File: config.mk
export PLATFORM = sky130hd
export DESIGN_NAME = simplex_lagrange_basis_eval
export DESIGN_NICKNAME = d
export VERILOG_FILES = /design/src/rtl/core/sleb_pkg.sv /design/src/rtl/core/sleb_div.sv /design/src/rtl/core/sleb_seq.sv /design/src/rtl/core/sleb_dp.sv /design/src/rtl/core/simplex_lagrange_basis_eval.sv
export SDC_FILE = /design/constraint.sdc
export NUM_CORES = 2
export LEC_CHECK = 0
export BUFFER_PORTS_ARGS = -buffer_cell sky130_fd_sc_hd__buf_2
export CAP_MARGIN = 0
export CORE_ASPECT_RATIO = 0.6
export CORE_MARGIN = 4
export CORE_UTILIZATION = 50
export CTS_CLUSTER_SIZE = 25
export DETAILED_ROUTE_END_ITERATION = 10
export PLACE_DENSITY = 0.66
export SYNTH_ARGS = -nofsm -noshare
export SYNTH_HDL_FRONTEND = slang
export SYNTH_SLANG_ARGS = --single-unit
File: constraint.sdc
create_clock -name clk -period 31.6 [get_ports clk]
set_clock_uncertainty 0.05 [all_clocks]
set_input_delay 1.58 -clock clk [delete_from_list [all_inputs] [get_ports clk]]
set_output_delay 1.58 -clock clk [all_outputs]
set_load 0.005 [all_outputs]
File: src/rtl/core/sleb_pkg.sv
// Shared widths, control codes and types for the simplex Lagrange basis evaluator.
`default_nettype none

package sleb_pkg;

  // Item layout.
  localparam int LAT_N = 4;
  localparam int LAT_W = 4;
  localparam int CRD_N = 3;
  localparam int CRD_W = 32;
  localparam int IN_W  = 112;
  localparam int OUT_W = 48;
  localparam int DIM_W = 2;
  localparam logic [DIM_W-1:0] DIM_RESET = 2'd2;

  // Fixed-point format and order limit.
  localparam int FRAC      = 28;
  localparam int MAX_ORDER = 8;
  localparam int D_W       = $clog2(MAX_ORDER + 1);
  localparam int SUM_W     = 6;
  localparam longint ONE_Q = 64'd1 << FRAC;

  // Datapath widths.
  localparam int W_W   = 34;
  localparam int T_W   = D_W + W_W + 1;
  localparam int TM_W  = T_W - 1;
  localparam int MAG_W = 47;
  localparam int ML_W  = 24;
  localparam int PP_W  = ML_W + TM_W;
  localparam int ACC_W = MAG_W + TM_W + 1;

  // Quotient unit: one 8-bit digit per cycle.
  localparam int DIGIT_W   = 8;
  localparam int DIV_W     = 64;
  localparam int DIV_STEPS = DIV_W / DIGIT_W;
  localparam int DEN_W     = LAT_W;

  // Saturated results.
  localparam logic [OUT_W-1:0] SAT_POS = {1'b0, {(OUT_W-1){1'b1}}};
  localparam logic [OUT_W-1:0] SAT_NEG = {1'b1, {(OUT_W-1){1'b0}}};

  // Datapath operations.
  localparam int OP_W = 4;
  localparam logic [OP_W-1:0] OP_NOP   = 4'd0;
  localparam logic [OP_W-1:0] OP_LOAD  = 4'd1;
  localparam logic [OP_W-1:0] OP_SEL   = 4'd2;
  localparam logic [OP_W-1:0] OP_TERM  = 4'd3;
  localparam logic [OP_W-1:0] OP_SIGN  = 4'd4;
  localparam logic [OP_W-1:0] OP_MUL0  = 4'd5;
  localparam logic [OP_W-1:0] OP_MUL1  = 4'd6;
  localparam logic [OP_W-1:0] OP_MUL2  = 4'd7;
  localparam logic [OP_W-1:0] OP_DIVGO = 4'd8;
  localparam logic [OP_W-1:0] OP_UPD   = 4'd9;
  localparam logic [OP_W-1:0] OP_PINC  = 4'd10;
  localparam logic [OP_W-1:0] OP_QINC  = 4'd11;
  localparam logic [OP_W-1:0] OP_OUT   = 4'd12;

  // Hold conditions: the step repeats while its condition is true.
  localparam int HOLD_W = 2;
  localparam logic [HOLD_W-1:0] HOLD_NONE  = 2'd0;
  localparam logic [HOLD_W-1:0] HOLD_INPUT = 2'd1;
  localparam logic [HOLD_W-1:0] HOLD_DIV   = 2'd2;
  localparam logic [HOLD_W-1:0] HOLD_OUT   = 2'd3;

  // Jump conditions.
  localparam int COND_W = 3;
  localparam logic [COND_W-1:0] COND_NONE       = 3'd0;
  localparam logic [COND_W-1:0] COND_ALWAYS     = 3'd1;
  localparam logic [COND_W-1:0] COND_ORDER_HIGH = 3'd2;
  localparam logic [COND_W-1:0] COND_P_DONE     = 3'd3;
  localparam logic [COND_W-1:0] COND_T_ZERO     = 3'd4;
  localparam logic [COND_W-1:0] COND_SAT        = 3'd5;
  localparam logic [COND_W-1:0] COND_LAST_COORD = 3'd6;

  // Microcode address width.
  localparam int UA_W = 5;

  typedef struct packed {
    logic [OP_W-1:0]   op;
    logic [HOLD_W-1:0] hold;
    logic [COND_W-1:0] cond;
    logic [UA_W-1:0]   target;
  } ucw_t;

  typedef struct packed {
    logic order_high;
    logic p_done;
    logic t_zero;
    logic sat;
    logic last_coord;
    logic div_busy;
  } dp_stat_t;

endpackage

`default_nettype wire

File: src/rtl/core/sleb_div.sv
// Iterative quotient unit: wide numerator over a small divisor, one digit per cycle.
`default_nettype none

module sleb_div (
  input  logic                      clk,
  input  logic                      rst,
  input  logic                      start,
  input  logic [sleb_pkg::DIV_W-1:0] num,
  input  logic [sleb_pkg::DEN_W-1:0] den,
  output logic                      busy,
  output logic [sleb_pkg::DIV_W-1:0] quot
);
  import sleb_pkg::*;

  localparam int CNT_W = $clog2(DIV_STEPS);

  logic [DIV_W-1:0]   work;
  logic [DEN_W-1:0]   rem;
  logic [DEN_W-1:0]   dv;
  logic [CNT_W-1:0]   cnt;
  logic [DIGIT_W-1:0] digit;
  logic [DIGIT_W-1:0] qd;
  logic [DEN_W-1:0]   rem_next;
  logic [DEN_W:0]     trial;

  assign digit = work[DIV_W-1 -: DIGIT_W];
  assign quot  = work;

  // Restoring division over the bits of the top digit.
  always_comb begin
    rem_next = rem;
    qd       = '0;
    trial    = '0;
    for (int i = DIGIT_W - 1; i >= 0; i--) begin
      trial = {rem_next, digit[i]};
      if (trial >= {1'b0, dv}) begin
        rem_next = DEN_W'(trial - {1'b0, dv});
        qd[i]    = 1'b1;
      end else begin
        rem_next = trial[DEN_W-1:0];
      end
    end
  end

  // Control: busy until every digit has been produced.
  always_ff @(posedge clk) begin
    if (rst) begin
      busy <= 1'b0;
      cnt  <= '0;
    end else if (start) begin
      busy <= 1'b1;
      cnt  <= '0;
    end else if (busy) begin
      cnt <= cnt + 1'b1;
      if (cnt == CNT_W'(DIV_STEPS - 1)) begin
        busy <= 1'b0;
      end
    end
  end

  // Numerator shifts out at the top while quotient digits shift in below.
  always_ff @(posedge clk) begin
    if (start) begin
      work <= num;
      rem  <= '0;
      dv   <= den;
    end else if (busy) begin
      work <= {work[DIV_W-DIGIT_W-1:0], qd};
      rem  <= rem_next;
    end
  end

endmodule

`default_nettype wire

File: src/rtl/core/sleb_seq.sv
// Microcode sequencer: step counter, control store and conditional jumps.
`default_nettype none

module sleb_seq (
  input  logic               clk,
  input  logic               rst,
  input  sleb_pkg::dp_stat_t stat,
  input  logic               in_valid,
  input  logic               out_busy,
  output sleb_pkg::ucw_t     cw,
  output logic               advance
);
  import sleb_pkg::*;

  // Step addresses.
  localparam logic [UA_W-1:0] S_IDLE   = 5'd0;
  localparam logic [UA_W-1:0] S_CHKORD = 5'd1;
  localparam logic [UA_W-1:0] S_COORD  = 5'd2;
  localparam logic [UA_W-1:0] S_PLOOP  = 5'd3;
  localparam logic [UA_W-1:0] S_TERM   = 5'd4;
  localparam logic [UA_W-1:0] S_SIGN   = 5'd5;
  localparam logic [UA_W-1:0] S_SATCHK = 5'd6;
  localparam logic [UA_W-1:0] S_MUL0   = 5'd7;
  localparam logic [UA_W-1:0] S_MUL1   = 5'd8;
  localparam logic [UA_W-1:0] S_MUL2   = 5'd9;
  localparam logic [UA_W-1:0] S_DIVGO  = 5'd10;
  localparam logic [UA_W-1:0] S_DIVW   = 5'd11;
  localparam logic [UA_W-1:0] S_UPD    = 5'd12;
  localparam logic [UA_W-1:0] S_PNEXT  = 5'd13;
  localparam logic [UA_W-1:0] S_NEXTC  = 5'd14;
  localparam logic [UA_W-1:0] S_QINC   = 5'd15;
  localparam logic [UA_W-1:0] S_OUT    = 5'd16;

  logic [UA_W-1:0] upc;
  logic [UA_W-1:0] upc_next;
  logic            stall;
  logic            taken;

  function automatic ucw_t uw(input logic [OP_W-1:0] op, input logic [HOLD_W-1:0] hold,
                              input logic [COND_W-1:0] cond, input logic [UA_W-1:0] target);
    ucw_t c;
    c.op     = op;
    c.hold   = hold;
    c.cond   = cond;
    c.target = target;
    return c;
  endfunction

  // Control store: one word per step.
  always_comb begin
    case (upc)
      S_IDLE:   cw = uw(OP_LOAD,  HOLD_INPUT, COND_NONE,       S_IDLE);
      S_CHKORD: cw = uw(OP_NOP,   HOLD_NONE,  COND_ORDER_HIGH, S_OUT);
      S_COORD:  cw = uw(OP_SEL,   HOLD_NONE,  COND_NONE,       S_IDLE);
      S_PLOOP:  cw = uw(OP_NOP,   HOLD_NONE,  COND_P_DONE,     S_NEXTC);
      S_TERM:   cw = uw(OP_TERM,  HOLD_NONE,  COND_NONE,       S_IDLE);
      S_SIGN:   cw = uw(OP_SIGN,  HOLD_NONE,  COND_T_ZERO,     S_OUT);
      S_SATCHK: cw = uw(OP_NOP,   HOLD_NONE,  COND_SAT,        S_PNEXT);
      S_MUL0:   cw = uw(OP_MUL0,  HOLD_NONE,  COND_NONE,       S_IDLE);
      S_MUL1:   cw = uw(OP_MUL1,  HOLD_NONE,  COND_NONE,       S_IDLE);
      S_MUL2:   cw = uw(OP_MUL2,  HOLD_NONE,  COND_NONE,       S_IDLE);
      S_DIVGO:  cw = uw(OP_DIVGO, HOLD_NONE,  COND_NONE,       S_IDLE);
      S_DIVW:   cw = uw(OP_NOP,   HOLD_DIV,   COND_NONE,       S_IDLE);
      S_UPD:    cw = uw(OP_UPD,   HOLD_NONE,  COND_NONE,       S_IDLE);
      S_PNEXT:  cw = uw(OP_PINC,  HOLD_NONE,  COND_ALWAYS,     S_PLOOP);
      S_NEXTC:  cw = uw(OP_NOP,   HOLD_NONE,  COND_LAST_COORD, S_OUT);
      S_QINC:   cw = uw(OP_QINC,  HOLD_NONE,  COND_ALWAYS,     S_COORD);
      S_OUT:    cw = uw(OP_OUT,   HOLD_OUT,   COND_ALWAYS,     S_IDLE);
      default:  cw = uw(OP_NOP,   HOLD_NONE,  COND_ALWAYS,     S_IDLE);
    endcase
  end

  // A step repeats while its hold condition is true.
  always_comb begin
    case (cw.hold)
      HOLD_INPUT: stall = !in_valid;
      HOLD_DIV:   stall = stat.div_busy;
      HOLD_OUT:   stall = out_busy;
      default:    stall = 1'b0;
    endcase
  end

  // Jump condition select.
  always_comb begin
    case (cw.cond)
      COND_ALWAYS:     taken = 1'b1;
      COND_ORDER_HIGH: taken = stat.order_high;
      COND_P_DONE:     taken = stat.p_done;
      COND_T_ZERO:     taken = stat.t_zero;
      COND_SAT:        taken = stat.sat;
      COND_LAST_COORD: taken = stat.last_coord;
      default:         taken = 1'b0;
    endcase
  end

  assign advance  = !stall;
  assign upc_next = stall ? upc : (taken ? cw.target : UA_W'(upc + 1'b1));

  // Step counter.
  always_ff @(posedge clk) begin
    if (rst) begin
      upc <= S_IDLE;
    end else begin
      upc <= upc_next;
    end
  end

endmodule

`default_nettype wire

File: src/rtl/core/sleb_dp.sv
// Datapath: item registers, factor formation, shared multiplier and result selection.
`default_nettype none

module sleb_dp (
  input  logic                                           clk,
  input  logic                                           rst,
  input  logic [sleb_pkg::OP_W-1:0]                      op,
  input  logic                                           exec,
  input  logic [sleb_pkg::DIM_W-1:0]                     dim,
  input  logic [sleb_pkg::LAT_N-1:0][sleb_pkg::LAT_W-1:0] lat_in,
  input  logic [sleb_pkg::CRD_N-1:0][sleb_pkg::CRD_W-1:0] crd_in,
  output sleb_pkg::dp_stat_t                             stat,
  output logic [sleb_pkg::OUT_W-1:0]                     res_value,
  output logic                                           res_ovf
);
  import sleb_pkg::*;

  // Item and working registers.
  logic [LAT_N-1:0][LAT_W-1:0] lat;
  logic [CRD_N-1:0][CRD_W-1:0] crd;
  logic [SUM_W-1:0]            d;
  logic [DIM_W-1:0]            qi;
  logic [LAT_W-1:0]            pc;
  logic signed [W_W-1:0]       w;
  logic signed [T_W-1:0]       t;
  logic [DEN_W-1:0]            k;
  logic [MAG_W-1:0]            mag;
  logic                        neg;
  logic                        sat;
  logic                        zero;
  logic [PP_W-1:0]             pp;
  logic [ACC_W-1:0]            acc;

  logic [SUM_W-1:0]      d_load;
  logic [LAT_W-1:0]      entry;
  logic [CRD_W-1:0]      crd_pick;
  logic signed [W_W-1:0] crd_ext;
  logic signed [W_W-1:0] x_sel;
  logic signed [D_W:0]   d_s;
  logic signed [T_W-1:0] dx;
  logic signed [T_W-1:0] pc_off;
  logic signed [T_W-1:0] t_calc;
  logic [T_W-1:0]        t_abs;
  logic [TM_W-1:0]       tm;
  logic [ML_W-1:0]       mul_op;
  logic [PP_W-1:0]       pp_calc;
  logic                  div_start;
  logic                  div_busy;
  logic [DIV_W-1:0]      quot;
  logic                  order_high;

  // Order is the sum of the lattice entries in use.
  always_comb begin
    d_load = SUM_W'(lat_in[0]);
    if (dim >= DIM_W'(1)) d_load = d_load + SUM_W'(lat_in[1]);
    if (dim >= DIM_W'(2)) d_load = d_load + SUM_W'(lat_in[2]);
    if (dim >= DIM_W'(3)) d_load = d_load + SUM_W'(lat_in[3]);
  end

  // Current coordinate; the last pass uses the barycentric remainder w.
  always_comb begin
    case (qi)
      2'd0:    crd_pick = crd[0];
      2'd1:    crd_pick = crd[1];
      2'd2:    crd_pick = crd[2];
      default: crd_pick = '0;
    endcase
  end

  assign crd_ext = $signed({{(W_W-CRD_W){crd_pick[CRD_W-1]}}, crd_pick});
  assign x_sel   = (qi < dim) ? crd_ext : w;
  assign entry   = lat[qi];

  // Factor term t = d*x - p, exact in the fractional format.
  assign d_s    = $signed({1'b0, d[D_W-1:0]});
  assign dx     = T_W'(d_s) * T_W'(x_sel);
  assign pc_off = $signed({{(T_W-LAT_W-FRAC){1'b0}}, pc, {FRAC{1'b0}}});
  assign t_calc = dx - pc_off;

  assign t_abs = t[T_W-1] ? $unsigned(-t) : $unsigned(t);
  assign tm    = t_abs[TM_W-1:0];

  // One multiplier serves both halves of the running magnitude.
  assign mul_op  = (op == OP_MUL0) ? mag[ML_W-1:0] : ML_W'(mag[MAG_W-1:ML_W]);
  assign pp_calc = PP_W'(mul_op) * PP_W'(tm);

  // Rounded product is divided by the falling factorial term k.
  assign div_start = exec && (op == OP_DIVGO);

  sleb_div u_div (
    .clk   (clk),
    .rst   (rst),
    .start (div_start),
    .num   (DIV_W'(acc[ACC_W-1:FRAC])),
    .den   (k),
    .busy  (div_busy),
    .quot  (quot)
  );

  // Register updates per microcode operation.
  always_ff @(posedge clk) begin
    if (exec) begin
      case (op)
        OP_LOAD: begin
          lat  <= lat_in;
          crd  <= crd_in;
          d    <= d_load;
          mag  <= MAG_W'(ONE_Q);
          neg  <= 1'b0;
          sat  <= 1'b0;
          zero <= 1'b0;
          qi   <= '0;
          w    <= W_W'(ONE_Q);
        end
        OP_SEL: begin
          pc <= '0;
          if (qi < dim) begin
            w <= w - crd_ext;
          end
        end
        OP_TERM: begin
          t <= t_calc;
          k <= entry - pc;
        end
        OP_SIGN: begin
          if (t == '0) begin
            zero <= 1'b1;
          end else if (t[T_W-1]) begin
            neg <= ~neg;
          end
        end
        OP_MUL0: pp <= pp_calc;
        OP_MUL1: begin
          acc <= ACC_W'(pp) + ACC_W'({k, {(FRAC-1){1'b0}}});
          pp  <= pp_calc;
        end
        OP_MUL2: acc <= acc + (ACC_W'(pp) << ML_W);
        OP_UPD: begin
          if (|quot[DIV_W-1:MAG_W]) begin
            sat <= 1'b1;
          end else begin
            mag <= quot[MAG_W-1:0];
          end
        end
        OP_PINC: pc <= pc + 1'b1;
        OP_QINC: qi <= qi + 1'b1;
        default: ;
      endcase
    end
  end

  // Status toward the sequencer.
  assign order_high      = d > SUM_W'(MAX_ORDER);
  assign stat.order_high = order_high;
  assign stat.p_done     = pc >= entry;
  assign stat.t_zero     = t == '0;
  assign stat.sat        = sat;
  assign stat.last_coord = qi == dim;
  assign stat.div_busy   = div_busy;

  // Final value with its special cases.
  always_comb begin
    res_value = '0;
    res_ovf   = 1'b0;
    if (order_high) begin
      res_ovf = 1'b1;
    end else if (zero) begin
      res_ovf = 1'b0;
    end else if (sat) begin
      res_ovf   = 1'b1;
      res_value = neg ? SAT_NEG : SAT_POS;
    end else begin
      res_value = neg ? (OUT_W'(0) - OUT_W'(mag)) : OUT_W'(mag);
    end
  end

endmodule

`default_nettype wire

File: src/rtl/core/simplex_lagrange_basis_eval.sv
// Equispaced Lagrange basis evaluator on a simplex, driven by a microcoded sequencer.
// A factor after saturation only updates the sign, and a zero factor ends the item.
// An order above the limit goes straight to the result. Each factor is set by the
// digit divider and the split multiply; one item is in flight at a time.
// Synchronous reset clears the sequencer, divider and output valid; dimension becomes 2.
`default_nettype none

module simplex_lagrange_basis_eval (
  input  logic                       clk,
  input  logic                       rst,
  // Fields: lattice_0..lattice_3 (4 b each), coord_0..coord_2 (32 b each).
  input  logic                       s_tvalid,
  output logic                       s_tready,
  input  logic [sleb_pkg::IN_W-1:0]  s_tdata,
  // Fields: phi_value (48 b).
  output logic                       m_tvalid,
  input  logic                       m_tready,
  output logic [sleb_pkg::OUT_W-1:0] m_tdata,
  // Fields: overflow (1 b).
  output logic [0:0]                 m_tuser,
  input  logic                       cfg_valid,
  output logic                       cfg_ready,
  input  logic [sleb_pkg::DIM_W-1:0] cfg_data
);
  import sleb_pkg::*;

  logic [DIM_W-1:0] dimension;
  ucw_t             cw;
  dp_stat_t         stat;
  logic             advance;
  logic             out_busy;
  logic             load_out;
  logic [OUT_W-1:0] res_value;
  logic             res_ovf;

  // Dimension register, written by its own channel.
  assign cfg_ready = 1'b1;

  always_ff @(posedge clk) begin
    if (rst) begin
      dimension <= DIM_RESET;
    end else if (cfg_valid) begin
      dimension <= cfg_data;
    end
  end

  // Input is taken only in the load step.
  assign s_tready = (cw.op == OP_LOAD);
  assign out_busy = m_tvalid && !m_tready;
  assign load_out = advance && (cw.op == OP_OUT);

  sleb_seq u_seq (
    .clk      (clk),
    .rst      (rst),
    .stat     (stat),
    .in_valid (s_tvalid),
    .out_busy (out_busy),
    .cw       (cw),
    .advance  (advance)
  );

  sleb_dp u_dp (
    .clk       (clk),
    .rst       (rst),
    .op        (cw.op),
    .exec      (advance),
    .dim       (dimension),
    .lat_in    (s_tdata[LAT_N*LAT_W-1:0]),
    .crd_in    (s_tdata[IN_W-1:LAT_N*LAT_W]),
    .stat      (stat),
    .res_value (res_value),
    .res_ovf   (res_ovf)
  );

  // Output register decouples the result from the next item.
  always_ff @(posedge clk) begin
    if (rst) begin
      m_tvalid <= 1'b0;
    end else if (load_out) begin
      m_tvalid <= 1'b1;
    end else if (m_tready) begin
      m_tvalid <= 1'b0;
    end
  end

  always_ff @(posedge clk) begin
    if (load_out) begin
      m_tdata    <= res_value;
      m_tuser[0] <= res_ovf;
    end
  end

endmodule

`default_nettype wire

==> run_results.csv <==
group,metric,value,unit
floorplan,start_util,0.505,
detailed_routing,drt_wl_total,190000,µm
job,drv_cap,0,
synthesis,synth-seq-cells,521,
sta,max_freq,0.0677,GHz
sta,min_period_over_period,0.467,
sta,rsz0062_at_grt,"no",
sta,fin_crit,14760,ps
critical_path,rrSetupSlack,16840,ps
outcome,status,"completed",
clocking,cts_hold_buf,0,
clocking,postCtsSetupBuffers,0,
min_path,hold_class,"register to register",
detailed_routing,initialDrtViolationCount,5196,
global_route,grtUsageTotal,0.298,
critical_path,reg2reg_depth,61,
min_path,hold_path_depth,2,
synthesis,avgSynthCellArea,9.53,µm²
clocking,path_clk_slew,70,ps
clocking,htreeDepth,2,
clocking,cts-resized-gates,0,
synthesis,ys_seq_area_frac,0.248,
layout,multi_input_area,42000,µm²
critical_path,cp.required,32170,ps
placement,gp_congestion,0.976,
critical_path,cp_max_fo,10,
clocking,numCtsBuffers,52,
layout,drive_gt1_frac,0.0768,
clocking,cts.sinks,521,
detailed_routing,routed_via_density,5.79,
synthesis,synthTopCellsByArea,"fa_1 (29%), edfxtp_1 (24%), ha_1 (8.0%)",
floorplan,die-area,129000,µm²
sta,setup_tns,0,ps
critical_path,crit_slowest_cell,"edfxtp_1",
global_route,grt.overflow.total,0,
synthesis,ys.flop_type,"edfxtp_1",
layout,nNetsFinal,7977,
critical_path,crit_path_end_kind,"register",
sta,drv_slew,0,
layout,layout_commonest_cell,"nand2_1",
synthesis,syn-num-nets,7889,
synthesis,synth.top_cell.area_share,0.295,
critical_path,endpoint,"u_dp.u_div.rem[2]",
synthesis,netlist_area,61600,µm²
sta,finalSetupViolCount,0,
synthesis,synth_cells,6468,
detailed_routing,ant_nets,0,
global_route,grt_pass1_vias,47500,
detailed_routing,wire_per_inst,23.1,µm
synthesis,async_reset_ff_frac,0,
global_route,antenna_found_initial,3,
synthesis,yosys_warnings,0,
critical_path,r2r_start,"u_dp.u_div.dv[1]",
global_route,grt_max_degree,82,
critical_path,slowest_delay,730,ps
sta,hold_violations,0,
critical_path,r2r-end,"u_dp.u_div.rem[2]",
synthesis,synthDistinctLibCells,88,
synthesis,synth-edff-count,486,
clocking,cts_tree,"yes",
sta,slew_headroom,0.0589,
floorplan,die_h,280,µm
global_route,grt_pass1_wl,293000,µm
clocking,cts_buffer_depth,3,
detailed_routing,drc_errors,0,
critical_path,criticalPathCategory,"register to register",
detailed_routing,drt_first_pass_iters,6,
clocking,clock_latency,680,ps
layout,seq_area,15300,µm²
clocking,cts_root_buffer,"clkbuf_16",
floorplan,core,122000,µm²
layout,num-fill-cells,11000,
critical_path,cp-start-kind,"register",
synthesis,synth.largest_area_cell,"fa_1",
critical_path,arrival,15330,ps
floorplan,num_rows,99,
placement,hpwl,150000,µm
sta,worst_pin_slew,1400,ps
layout,syn2layout_area_growth,7.71,%
floorplan,ios,171,
layout,final_cell_mix,"nand2_1 (1101), inv_1 (949), fa_1 (907)",
detailed_routing,vias,47600,
floorplan,fp.dieW,461,µm
placement,io_buffers,169,
critical_path,cp-startpoint,"u_dp.u_div.dv[1]",
## cells by family (layout without fill, tap and decap cells)
logic type                 Yosys count  in the layout  synth area share
DFF                                521            521             0.248
buffers and inverters             1208           1338            0.0738
AOI/OAI and AO/OA                  868            868            0.0913
muxes                               77             77            0.0142
adders and majority gates         1302           1302             0.375
xor gates and xnor gates           314            314            0.0446
other                                1              3         0.0000608
and+or+nand+nor                   2177           2177             0.153
## critical path, delay by kind of cell (launching register included)
kind | cells | cell delay, ps
AO/OA/AOI/OAI | 25 | 5030
adder cells (fa/ha/maj) | 8 | 2140
buffers and inverters | 7 | 900
flip-flops | 1 | 730
multiplexers | 8 | 3240
AND/OR/NAND/NOR | 13 | 2580
## flip-flops by register name, indices dropped and copies added (netlist names), 2 cells and up
| signal | flops |
|---|---|
| u_dp.k | 4 |
| u_dp.t | 39 |
| u_dp.crd | 96 |
| u_dp.u_div.rem | 4 |
| m_tdata | 48 |
| u_dp.d | 6 |
| u_seq.upc | 5 |
| dimension | 2 |
| u_dp.u_div.dv | 4 |
| u_dp.pc | 4 |
| u_dp.u_div.cnt | 3 |
| u_dp.mag | 47 |
| u_dp.pp | 62 |
| u_dp.qi | 2 |
| u_dp.u_div.quot | 64 |
| u_dp.lat | 16 |
| u_dp.acc | 62 |
| u_dp.w | 34 |
| u_seq.cw | 13 |
## per-stage QoR
| stage | std cells | hold WS [ps] | setup WS (ps) | util | area, µm² |
|---|---|---|---|---|---|
| 6_report | 8216 | 462 | 16840 | 0.544 | 66400 |
| 5_1_grt | 8214 | 499 | 15770 | 0.544 | 66400 |
| 4_1_cts | 8214 | 460 | 16750 | 0.544 | 66400 |
| 3_5_place_dp | 8118 | 445 | 16830 | 0.530 | 64600 |
| 3_3_place_gp | 8117 | 450 | 16790 | 0.530 | 64600 |
| 2_1_floorplan | 6468 | 381 | 19060 | - | 61600 |
## layout make-up
cell class | count | area share
Clock buffer | 59 | 0.0200
Antenna cell | 2 | 0.0000754
Inverter | 950 | 0.0537
Tap cell | 1616 | 0.0305
Timing Repair Buffer | 292 | 0.0267
Multi-Input combinational cell | 4739 | 0.632
Sequential cell | 521 | 0.230
Clock inverter | 37 | 0.00635
## Yosys cell counts, types with 10 or more instances
cell,instances
a211oi_1,23
a21boi_0,10
a21o_1,133
a21oi_1,229
a221oi_1,10
a222oi_1,33
a31oi_1,21
and2_1,119
and3_1,31
buf_1,26
clkbuf_1,228
dfxtp_1,35
edfxtp_1,486
fa_1,907
ha_1,395
inv_1,950
mux2_2,34
mux2i_1,37
nand2_1,1102
nand2b_1,60
nand3_1,70
nand4_1,19
nor2_1,556
nor2b_1,40
nor3_1,59
nor4_1,11
o21a_1,42
o21ai_0,218
o21bai_1,19
o31ai_1,34
o41ai_1,14
or2_2,40
or3_1,26
xnor2_1,187
xor2_1,127
## worst min-delay path by stage
stage,from,end,slack [ps]
floorplan,u_dp.k[0],u_dp.u_div.dv[0],380
global placement,u_seq.cw[0],u_seq.upc[0],450
detailed placement,u_dp.u_div.rem[3],u_dp.u_div.rem[3],450
CTS,u_dp.u_div.rem[3],u_dp.u_div.rem[3],460
global route,u_dp.u_div.rem[3],u_dp.u_div.rem[3],500
finish,u_dp.u_div.rem[3],u_dp.u_div.rem[3],460
## per-layer routing
layer  share of wire  GRT usage  up-vias
li1                -          -    21000
met1            0.46      0.470    23700
met2            0.38      0.390     2595
met3            0.14      0.106      256
met4           0.022     0.0570        0
met5               0          0        -
Power is left out: the tool's default activity adds up to more than one toggle a clock period on the data nets, which glitch-free logic cannot reach.
